==> src/hw/rtl/cqr_pkg.sv <==
// Shared types, codes and helpers for the circular queue with readout.
// Used by cqr_ctrl, cqr_dp and circular_queue_with_readout; no dependencies.
package cqr_pkg;

	localparam int DEPTH = 64;
	localparam int PTR_W = (DEPTH > 1) ? $clog2(DEPTH) : 1;
	localparam int CNT_W = $clog2(DEPTH + 1);
	localparam int WORD_W = 32;

	localparam logic [1:0] ACT_INSERT  = 2'd0;
	localparam logic [1:0] ACT_SERVE   = 2'd1;
	localparam logic [1:0] ACT_READOUT = 2'd2;

	localparam logic [1:0] ST_OK    = 2'd0;
	localparam logic [1:0] ST_FULL  = 2'd1;
	localparam logic [1:0] ST_EMPTY = 2'd2;

	typedef struct packed {
		logic       push;        // write value at tail
		logic       pop;         // read head word, advance head
		logic       walk_start;  // read head word, load walk pointer and count
		logic       walk_step;   // read next word of the walk
		logic       emit;        // present a result next cycle
		logic [1:0] status;
		logic       last;
		logic       use_word;    // result carries the word read this cycle
	} cmd_t;

	typedef struct packed {
		logic empty;
		logic full;
		logic one;        // exactly one word held
		logic walk_last;  // the walk has one word left to emit
	} sts_t;

	function automatic logic [PTR_W-1:0] next_slot(input logic [PTR_W-1:0] idx);
		if (idx == PTR_W'(DEPTH - 1))
			return '0;
		else
			return idx + PTR_W'(1);
	endfunction

endpackage

==> src/hw/rtl/cqr_ctrl.sv <==
// Controller for the circular queue: idle/walk state machine that decodes
// each item into datapath commands. Depends on cqr_pkg.
module cqr_ctrl import cqr_pkg::*; (
	input  logic       clk,
	input  logic       arst_n,
	input  logic       start,
	input  logic [1:0] action,
	input  sts_t       sts,
	output cmd_t       cmd,
	output logic       busy
);

	localparam logic S_IDLE = 1'b0;
	localparam logic S_WALK = 1'b1;

	logic state_q;
	logic state_d;

	always_comb begin
		cmd = '0;
		state_d = state_q;
		unique case (state_q)
			S_IDLE: begin
				if (start) begin
					unique case (action)
						ACT_INSERT: begin
							cmd.emit = 1'b1;
							cmd.last = 1'b1;
							if (sts.full) begin
								cmd.status = ST_FULL;
							end else begin
								cmd.push = 1'b1;
								cmd.status = ST_OK;
							end
						end
						ACT_SERVE: begin
							cmd.emit = 1'b1;
							cmd.last = 1'b1;
							if (sts.empty) begin
								cmd.status = ST_EMPTY;
							end else begin
								cmd.pop = 1'b1;
								cmd.status = ST_OK;
								cmd.use_word = 1'b1;
							end
						end
						ACT_READOUT: begin
							cmd.emit = 1'b1;
							if (sts.empty) begin
								cmd.status = ST_EMPTY;
								cmd.last = 1'b1;
							end else begin
								cmd.walk_start = 1'b1;
								cmd.status = ST_OK;
								cmd.use_word = 1'b1;
								cmd.last = sts.one;
								if (!sts.one)
									state_d = S_WALK;
							end
						end
						default: begin
							// undefined action: drop the item
						end
					endcase
				end
			end
			S_WALK: begin
				cmd.walk_step = 1'b1;
				cmd.emit = 1'b1;
				cmd.status = ST_OK;
				cmd.use_word = 1'b1;
				cmd.last = sts.walk_last;
				if (sts.walk_last)
					state_d = S_IDLE;
			end
			default: state_d = S_IDLE;
		endcase
	end

	always_ff @(posedge clk or negedge arst_n) begin
		if (!arst_n)
			state_q <= S_IDLE;
		else
			state_q <= state_d;
	end

	assign busy = (state_q == S_WALK);

endmodule

==> src/hw/rtl/cqr_dp.sv <==
// Datapath for the circular queue: word store, head/tail pointers, occupancy,
// readout walk counter and result registers. Depends on cqr_pkg.
module cqr_dp import cqr_pkg::*; (
	input  logic                     clk,
	input  logic                     arst_n,
	input  cmd_t                     cmd,
	input  logic signed [WORD_W-1:0] value,
	output sts_t                     sts,
	output logic                     strobe,
	output logic [1:0]               status,
	output logic signed [WORD_W-1:0] data,
	output logic                     last
);

	logic [WORD_W-1:0] mem [DEPTH];
	logic [PTR_W-1:0]  head_q;
	logic [PTR_W-1:0]  tail_q;
	logic [CNT_W-1:0]  count_q;
	logic [PTR_W-1:0]  walk_ptr_q;
	logic [CNT_W-1:0]  rem_q;
	logic [WORD_W-1:0] rd_q;
	logic              strobe_q;
	logic [1:0]        status_q;
	logic              last_q;
	logic              use_q;
	logic [PTR_W-1:0]  rd_addr;

	assign rd_addr = cmd.walk_step ? walk_ptr_q : head_q;

	always_ff @(posedge clk) begin
		if (cmd.push)
			mem[tail_q] <= value;
		if (cmd.pop || cmd.walk_start || cmd.walk_step)
			rd_q <= mem[rd_addr];
	end

	always_ff @(posedge clk or negedge arst_n) begin
		if (!arst_n) begin
			head_q   <= '0;
			tail_q   <= '0;
			count_q  <= '0;
			strobe_q <= 1'b0;
		end else begin
			strobe_q <= cmd.emit;
			if (cmd.push) begin
				tail_q  <= next_slot(tail_q);
				count_q <= count_q + CNT_W'(1);
			end else if (cmd.pop) begin
				head_q  <= next_slot(head_q);
				count_q <= count_q - CNT_W'(1);
			end
		end
	end

	// Walk pointer and remaining count need no reset: loaded at walk start.
	always_ff @(posedge clk) begin
		if (cmd.walk_start) begin
			walk_ptr_q <= next_slot(head_q);
			rem_q      <= count_q - CNT_W'(1);
		end else if (cmd.walk_step) begin
			walk_ptr_q <= next_slot(walk_ptr_q);
			rem_q      <= rem_q - CNT_W'(1);
		end
		if (cmd.emit) begin
			status_q <= cmd.status;
			last_q   <= cmd.last;
			use_q    <= cmd.use_word;
		end
	end

	assign sts.empty     = (count_q == '0);
	assign sts.full      = (count_q == CNT_W'(DEPTH));
	assign sts.one       = (count_q == CNT_W'(1));
	assign sts.walk_last = (rem_q == CNT_W'(1));

	assign strobe = strobe_q;
	assign status = status_q;
	assign last   = last_q;
	assign data   = use_q ? rd_q : '0;

endmodule

==> src/hw/rtl/circular_queue_with_readout.sv <==
// Top level of the circular queue with readout: controller plus datapath.
// Depends on cqr_pkg, cqr_ctrl and cqr_dp.
//
// Usage: present action and value with start high; the item is taken at a
// clock edge where start is high and busy is low. Action insert stores value
// at the tail (status full and the value dropped when all DEPTH slots are
// held); serve returns the oldest word (status empty when nothing is held);
// readout returns every held word from oldest to newest, last set on the
// final one, or one empty result. Action code 3 is dropped with no result.
// Every result appears on status, data and last for exactly one cycle with
// strobe high; the receiver has no way to stall and must take it then.
// The result of an item shows in the cycle after it is taken.
// Insert and serve items can follow each other back to back; a readout
// of N held words emits one word per cycle from a single-port store read and
// holds busy high after it is taken until its final word is read.
// Reset (arst_n low) empties the queue and clears head, tail and the
// controller; store contents are not cleared.
module circular_queue_with_readout import cqr_pkg::*; (
	input  logic                     clk,
	input  logic                     arst_n,
	input  logic                     start,
	output logic                     busy,
	input  logic [1:0]               action,
	input  logic signed [WORD_W-1:0] value,
	output logic                     strobe,
	output logic [1:0]               status,
	output logic signed [WORD_W-1:0] data,
	output logic                     last
);

	cmd_t cmd;
	sts_t sts;

	cqr_ctrl u_ctrl (
		.clk    (clk),
		.arst_n (arst_n),
		.start  (start),
		.action (action),
		.sts    (sts),
		.cmd    (cmd),
		.busy   (busy)
	);

	cqr_dp u_dp (
		.clk    (clk),
		.arst_n (arst_n),
		.cmd    (cmd),
		.value  (value),
		.sts    (sts),
		.strobe (strobe),
		.status (status),
		.data   (data),
		.last   (last)
	);

	// A walk in progress emits a word every cycle.
	a_walk_emits: assert property (@(posedge clk) disable iff (!arst_n)
		busy |=> strobe)
		else $error("readout walk skipped a cycle");

	a_err_last: assert property (@(posedge clk) disable iff (!arst_n)
		(strobe && status != ST_OK) |-> (last && data == '0))
		else $error("error result not final or carries data");

	a_full_empty: assert property (@(posedge clk) disable iff (!arst_n)
		!(sts.full && sts.empty))
		else $error("queue both full and empty");

	a_no_push_walk: assert property (@(posedge clk) disable iff (!arst_n)
		busy |-> !(cmd.push || cmd.pop))
		else $error("queue changed during readout walk");

endmodule
==> config.mk <==
export PLATFORM = sky130hd
export DESIGN_NAME = circular_queue_with_readout
export DESIGN_NICKNAME = d
export VERILOG_FILES = /design/src/hw/rtl/cqr_pkg.sv /design/src/hw/rtl/cqr_ctrl.sv /design/src/hw/rtl/cqr_dp.sv /design/src/hw/rtl/circular_queue_with_readout.sv
export SDC_FILE = /design/constraint.sdc
export NUM_CORES = 2
export LEC_CHECK = 0
export ABC_AREA = 1
export ABC_CLOCK_PERIOD_IN_PS = 8980
export BUFFER_PORTS_ARGS = -buffer_cell sky130_fd_sc_hd__buf_2
export CAP_MARGIN = 10
export CORE_MARGIN = 1.5
export CORE_UTILIZATION = 35
export CTS_BUF_LIST = sky130_fd_sc_hd__clkbuf_2
export DETAILED_ROUTE_END_ITERATION = 10
export PLACE_DENSITY = 0.49
export RECOVER_POWER = 25
export REMOVE_ABC_BUFFERS = 1
export SLEW_MARGIN = 25
export SYNTH_ARGS = -nofsm -noshare
export SYNTH_HDL_FRONTEND = slang
export SYNTH_SLANG_ARGS = --single-unit
==> constraint.sdc <==
create_clock -name clk -period 8.98 [get_ports clk]
set_input_delay 0.898 -clock clk [delete_from_list [all_inputs] [get_ports clk]]
set_output_delay 0.898 -clock clk [all_outputs]
set_load 0.02 [all_outputs]
# Word-level counts from Yosys, hierarchy flattened
# Memories as Yosys holds them, arrays and structs flattened. A register that Yosys moved wholly into a read port is not among the register bits.
# Cells that the tools add are included.
# word_totals
mem_count,1
ff_bits,38
word_cells,69
out_inout_bits,37
ram_bits,2048
in_bits,37
# classes
n_mux,34
reduce_logical,8
n_eq_ne,8
n_addsub,6
bitwise_logic,2
# memory_table
memory,depth,word_bits,rd,rd_ports_with_merged_regs,write_ports,line_no,rtl
u_dp.mem,64,32,1,1,1,cqr_dp.sv:15,logic [WORD_W-1:0] mem [DEPTH];
# ops
cell,count
2-to-1 mux 6 bit,6
2-to-1 mux 32 bit,1
2-to-1 mux 7 bit,4
adder 6 x 1 -> 6 bit (second input constant),3
== test 6 bit (second input constant),3
2-to-1 mux 1 bit,15
== test 7 x 1 -> 1 bit (second input constant),2
subtractor 7 x 1 -> 7 bit (second input constant),2
case mux 4 bit (3 select lines),1
case mux 5 bit (2 select lines),1
2-to-1 mux 3 bit,3
adder 7 x 1 -> 7 bit (second input constant),1
== test 7 bit (second input constant),1
zero test 7 bit,1
2-to-1 mux 5 bit,1
nonzero test 2 bit,2
== test 2 x 1 -> 1 bit (second input constant),1
== test 2 bit (second input constant),1
zero test 2 bit,1
logical OR 1 bit,2
2-to-1 mux 2 bit,1
inverter 1 bit,2
case mux 1 bit (2 select lines),1
AND reduction 2 bit,1
OR reduction 2 bit,1

# Logic depth before layout (Yosys ltp)
# logic_depth
depth_word,7
mapped_depth,14
depth_no_buf,11

# Cells and area by module
# A second synthesis with hierarchy kept.
# hier_totals
cells_unflattened,9026
hier_area_um2,93002.9
# by_module_without_submodules
module,n_inst,cells_per_inst,area_each_um2,seq_area_each_um2
cqr_dp,1,8990,92787.7,63470.9
cqr_ctrl,1,36,215.2,25.0

# Worst setup path after synthesis
# Ideal clock, no wire load.
# synth_timing
path_type,input -> register
start,in action[0]
end,mem u_dp.mem[47][0] (enable)
t_arrival_ps,4538
stages,5
n_path_buf,1
required_time_ps,8479
path_slack_ps,3941
setup_ps,501
cell_sequence,inv_1 ha_1 nand3_1 buf_2 nor4_1
# synth_via
elab_chain_len,6
# synth_lines
element,line_no,rtl
"start, declared",circular_queue_with_readout.sv:23,"input logic [1:0] action,"
zero test 2 bit,cqr_ctrl.sv:25,unique case (action)
2-to-1 mux 1 bit,cqr_ctrl.sv:25,
2-to-1 mux 3 bit,cqr_ctrl.sv:24,if (start) begin
2-to-1 mux 3 bit,cqr_ctrl.sv:22,unique case (state_q)
2-to-1 mux 1 bit,cqr_dp.sv:31,if (cmd.push)
2-to-1 mux 1 bit (implied by the code),cqr_dp.sv:32,mem[tail_q] <= value;
"end, declared",cqr_dp.sv:15,
# Every way passes these cells.

# Worst setup path after layout
# layout_timing
start,reg u_ctrl.state_q (netlist: u_ctrl.busy)
end,"reg u_dp.rd_q[24] (read register of u_dp.mem), data pin"
# layout_via
elab_chain_len,3
word_cells_on_any_way,5
classes_between,mux (3); reduce/logical (2)
# layout_lines
element,line_no,rtl
"start, declared",cqr_ctrl.sv:16,logic state_q;
"start signal, assigned",cqr_ctrl.sv:84,state_q <= state_d;
2-to-1 mux 3 bit,cqr_ctrl.sv:22,
logical OR 1 bit (2 in series),cqr_dp.sv:33,if (cmd.pop || cmd.walk_start || cmd.walk_step)
"end, declared",cqr_dp.sv:21,logic [WORD_W-1:0] rd_q;
# Parallel ways exist; a longest one is shown, timed or not.
# A chain may end at the register's enable or synchronous reset.

==> results.tsv <==
metric	value	unit
synth_top_area_frac	0.6774	
crit_chain	nand2_4 > nand2_8 > buf_12 > nand2_1 > nand3_1 > nand3_1 > nand3_1 > nand3_1 > nand3_1 > nand2_1	
leakagePower	0.04397	µW
ys_ff_latch	2118	
syn_inst	8989	
die_w	518.4	µm
synth.top_cells.by_count	nand3_1, nand2_1, edfxtp_1, inv_1, buf_2	
gr-usage-all-layers	0.2153	
synthArstFlopShare	0.009915	
cts_buffers	564	
dr_total_vias	64950	
nets	9400	
grt_max_degree	166	
drt-total-wl	294500	µm
cts-hold-fix-buffers	44	
ctsResizeCount	0	
startpoint	u_ctrl.busy	
postPlaceCellArea	0.09734	mm²
skew	0.1320	ns
core_area	0.2646	mm²
cp.required	10.40	ns
portBuffers	73	
worst_slew_pin_slew	3.505	ns
min_period	4.877	ns
rsz0062_at_grt	no	
final_hold_viol_count	0	
drc	0	
detail_route.wl_per_cell	22.21	µm
max_stage_delay	1.03	ns
grt_pass1_vias	63150	
crit_path_max_fanout	157	
start_kind	register	
num_rows	189	
power_density	173.6	mW/mm²
place.gp.congestion	0.7956	
final_core_util	0.3876	
clock_path_buffers	4	
htreeDepth	6	
area_growth	10.33	%
yosysMostFrequentCell	nand3_1	
failed_checks	capacitance limit, slew limit	
clkTransAtPathRegs	0.12	ns
tns	0	ns
overflow	0	
worst_setup_path_end_kind	register	
synth_top_cell_by_area	edfxtp_1	
start_util	0.3513	
place_inst	12270	
hold_class	input port to register	
netlist-cell-type-count	36	
fin_cells	13260	
peakVddDrop	0.07947	mV
io_pins	74	
total_power	17810	µW
postLayoutCellArea	0.1026	mm²
vias_per_cell	4.897	
dr.pass1.iters	5	
hold_start	action[1]	
yosys-top-cells-area	edfxtp_1, nand3_1, nand2_1, inv_1, buf_2	
place_hpwl	147900	µm
drtIter0Drc	5797	
cts_tree	done	
antenna_left	0	
synth_top_flop_cell	edfxtp_1	
path_delay_family	simple AND/OR/NAND/NOR gates	
setup_viol	0	
max_freq	205.0	MHz
synth_edf_count	2097	
status	finished, violations left	
max_cap_viol_count	27	
yosysSeqAreaShare	0.6830	
avgSynthCellArea	10.34	µm²
cts.sinks	2118	
syn_area	0.09296	mm²
root_buffer	clkbuf_2	
cts_setup_buffers	0	
dieArea	0.2687	mm²
layout-drive-gt1-share	0.1187	
die_h	518.4	µm
fillers	26040	
yosysWarningCount	0	
worst-setup-path-type	register to register	
drv_slew	1756	
arrival	6.29	ns
post-route-period-util	0.5431	
grt_pass1_wl	428200	µm
worst-path-buf-inv	1	
antenna_found_initial	17	
slew_headroom	-1.336	
cp_slowest_cell	dfrtp_1	
path_common_cell	nand3_1	
reg2reg_from	u_ctrl.busy	
clk_latency	1.77	ns
[registers in the layout, summed over array words and instances (netlist names)]
| signal | cells |
|---|---|
| u_dp.mem | 2048 |
| u_dp.rd_q | 32 |
| u_dp.count_q | 7 |
| u_dp.rem_q | 7 |
| u_dp.head_q | 6 |
| u_dp.tail_q | 6 |
| u_dp.walk_ptr_q | 6 |
| u_dp.status | 2 |
| u_ctrl.busy | 1 |
| u_dp.last | 1 |
| u_dp.strobe | 1 |
| u_dp.use_q | 1 |
[through the flow]
step / setup slack [ns] / hold WS [ns]
final: 4.103 / 0.3150
after global routing: 3.816 / 0.2733
after CTS: 4.103 / 0.07913
after detailed placement: 4.174 / 0.5316
after global placement: 4.253 / 0.5224
after floorplan: -8.304 / 0.4970
[cell usage in the layout (no fill, tap or decap), drive strengths merged, types with 21 or more instances in the layout]
master,n
buf,198
clkbuf,856
clkinv,79
dfrtp,21
dlygate4sd3,43
edfxtp,2097
inv,1984
nand2,2102
nand3,2141
nor2,86
o21ai,31
[power breakdown]
| group | internal [µW] | switching, µW | total, µW |
|---|---|---|---|
| combinational | 21.5 | 171 | 193 |
| sequential | 10900 | 0 | 10900 |
| clock | 2730 | 4020 | 6750 |
[cells by family (layout without fill, tap and decap cells)]
group / Yosys count / count (layout) / synth area share
XOR/XNOR: 19 / 19 / 0.001790
other: 0 / 10 / 0
buffers and inverters: 2444 / 3174 / 0.1052
multiplexers: 2 / 2 / 0.0002288
AO/OA/AOI/OAI: 45 / 45 / 0.002786
flip-flops: 2118 / 2118 / 0.6830
AND/OR/NAND/NOR: 4349 / 4349 / 0.2054
adder cells (fa/ha/maj): 12 / 12 / 0.001615
[final cells by class]
type	instances	area, µm²	area share
repair buffers	269	2097	0.02045
clock buffers	828	4144	0.04040
well taps	3533	4420	0.04310
inverters	1971	7415	0.07229
multi-input cells	4427	20260	0.1975
diodes	10	25.02	0.0002440
clock inverters	106	709.4	0.006917
flip-flops and latches	2118	63500	0.6191
[worst paths after layout]
| check | cells past startpoint | endpoint | slack [ns] |
|---|---|---|---|
| setup / recovery | 10 | u_dp.rd_q[24] | 4.10 |
| hold / removal | 6 | u_dp.use_q | 0.32 |
| setup reg to reg | 10 | u_dp.rd_q[24] | 4.10 |
| hold reg to reg | 2 | u_dp.head_q[1] | 0.55 |
| max in group asynchronous | 5 | u_dp.tail_q[5] | 8.02 |
| min in group asynchronous | 5 | u_ctrl.busy | 0.72 |
[routing by layer]
metal | GRT usage | part of all wire | up-vias
li1 | - | - | 30210
met1 | 0.2945 | 0.44 | 31710
met2 | 0.3442 | 0.46 | 2479
met3 | 0.03461 | 0.068 | 551
met4 | 0.07992 | 0.031 | 4
met5 | 0 | 0.000088 | -
[worst register-to-register path, stage by stage, from the launching register on]
cell	delay (ns)
dfrtp_1	1.03
nand2_4	0.61
nand2_8	0.82
buf_12	0.53
nand2_1	0.40
nand3_1	0.12
nand3_1	0.11
nand3_1	0.22
nand3_1	0.40
nand3_1	0.25
nand2_1	0.08
(Power assumes the default switching activity.)
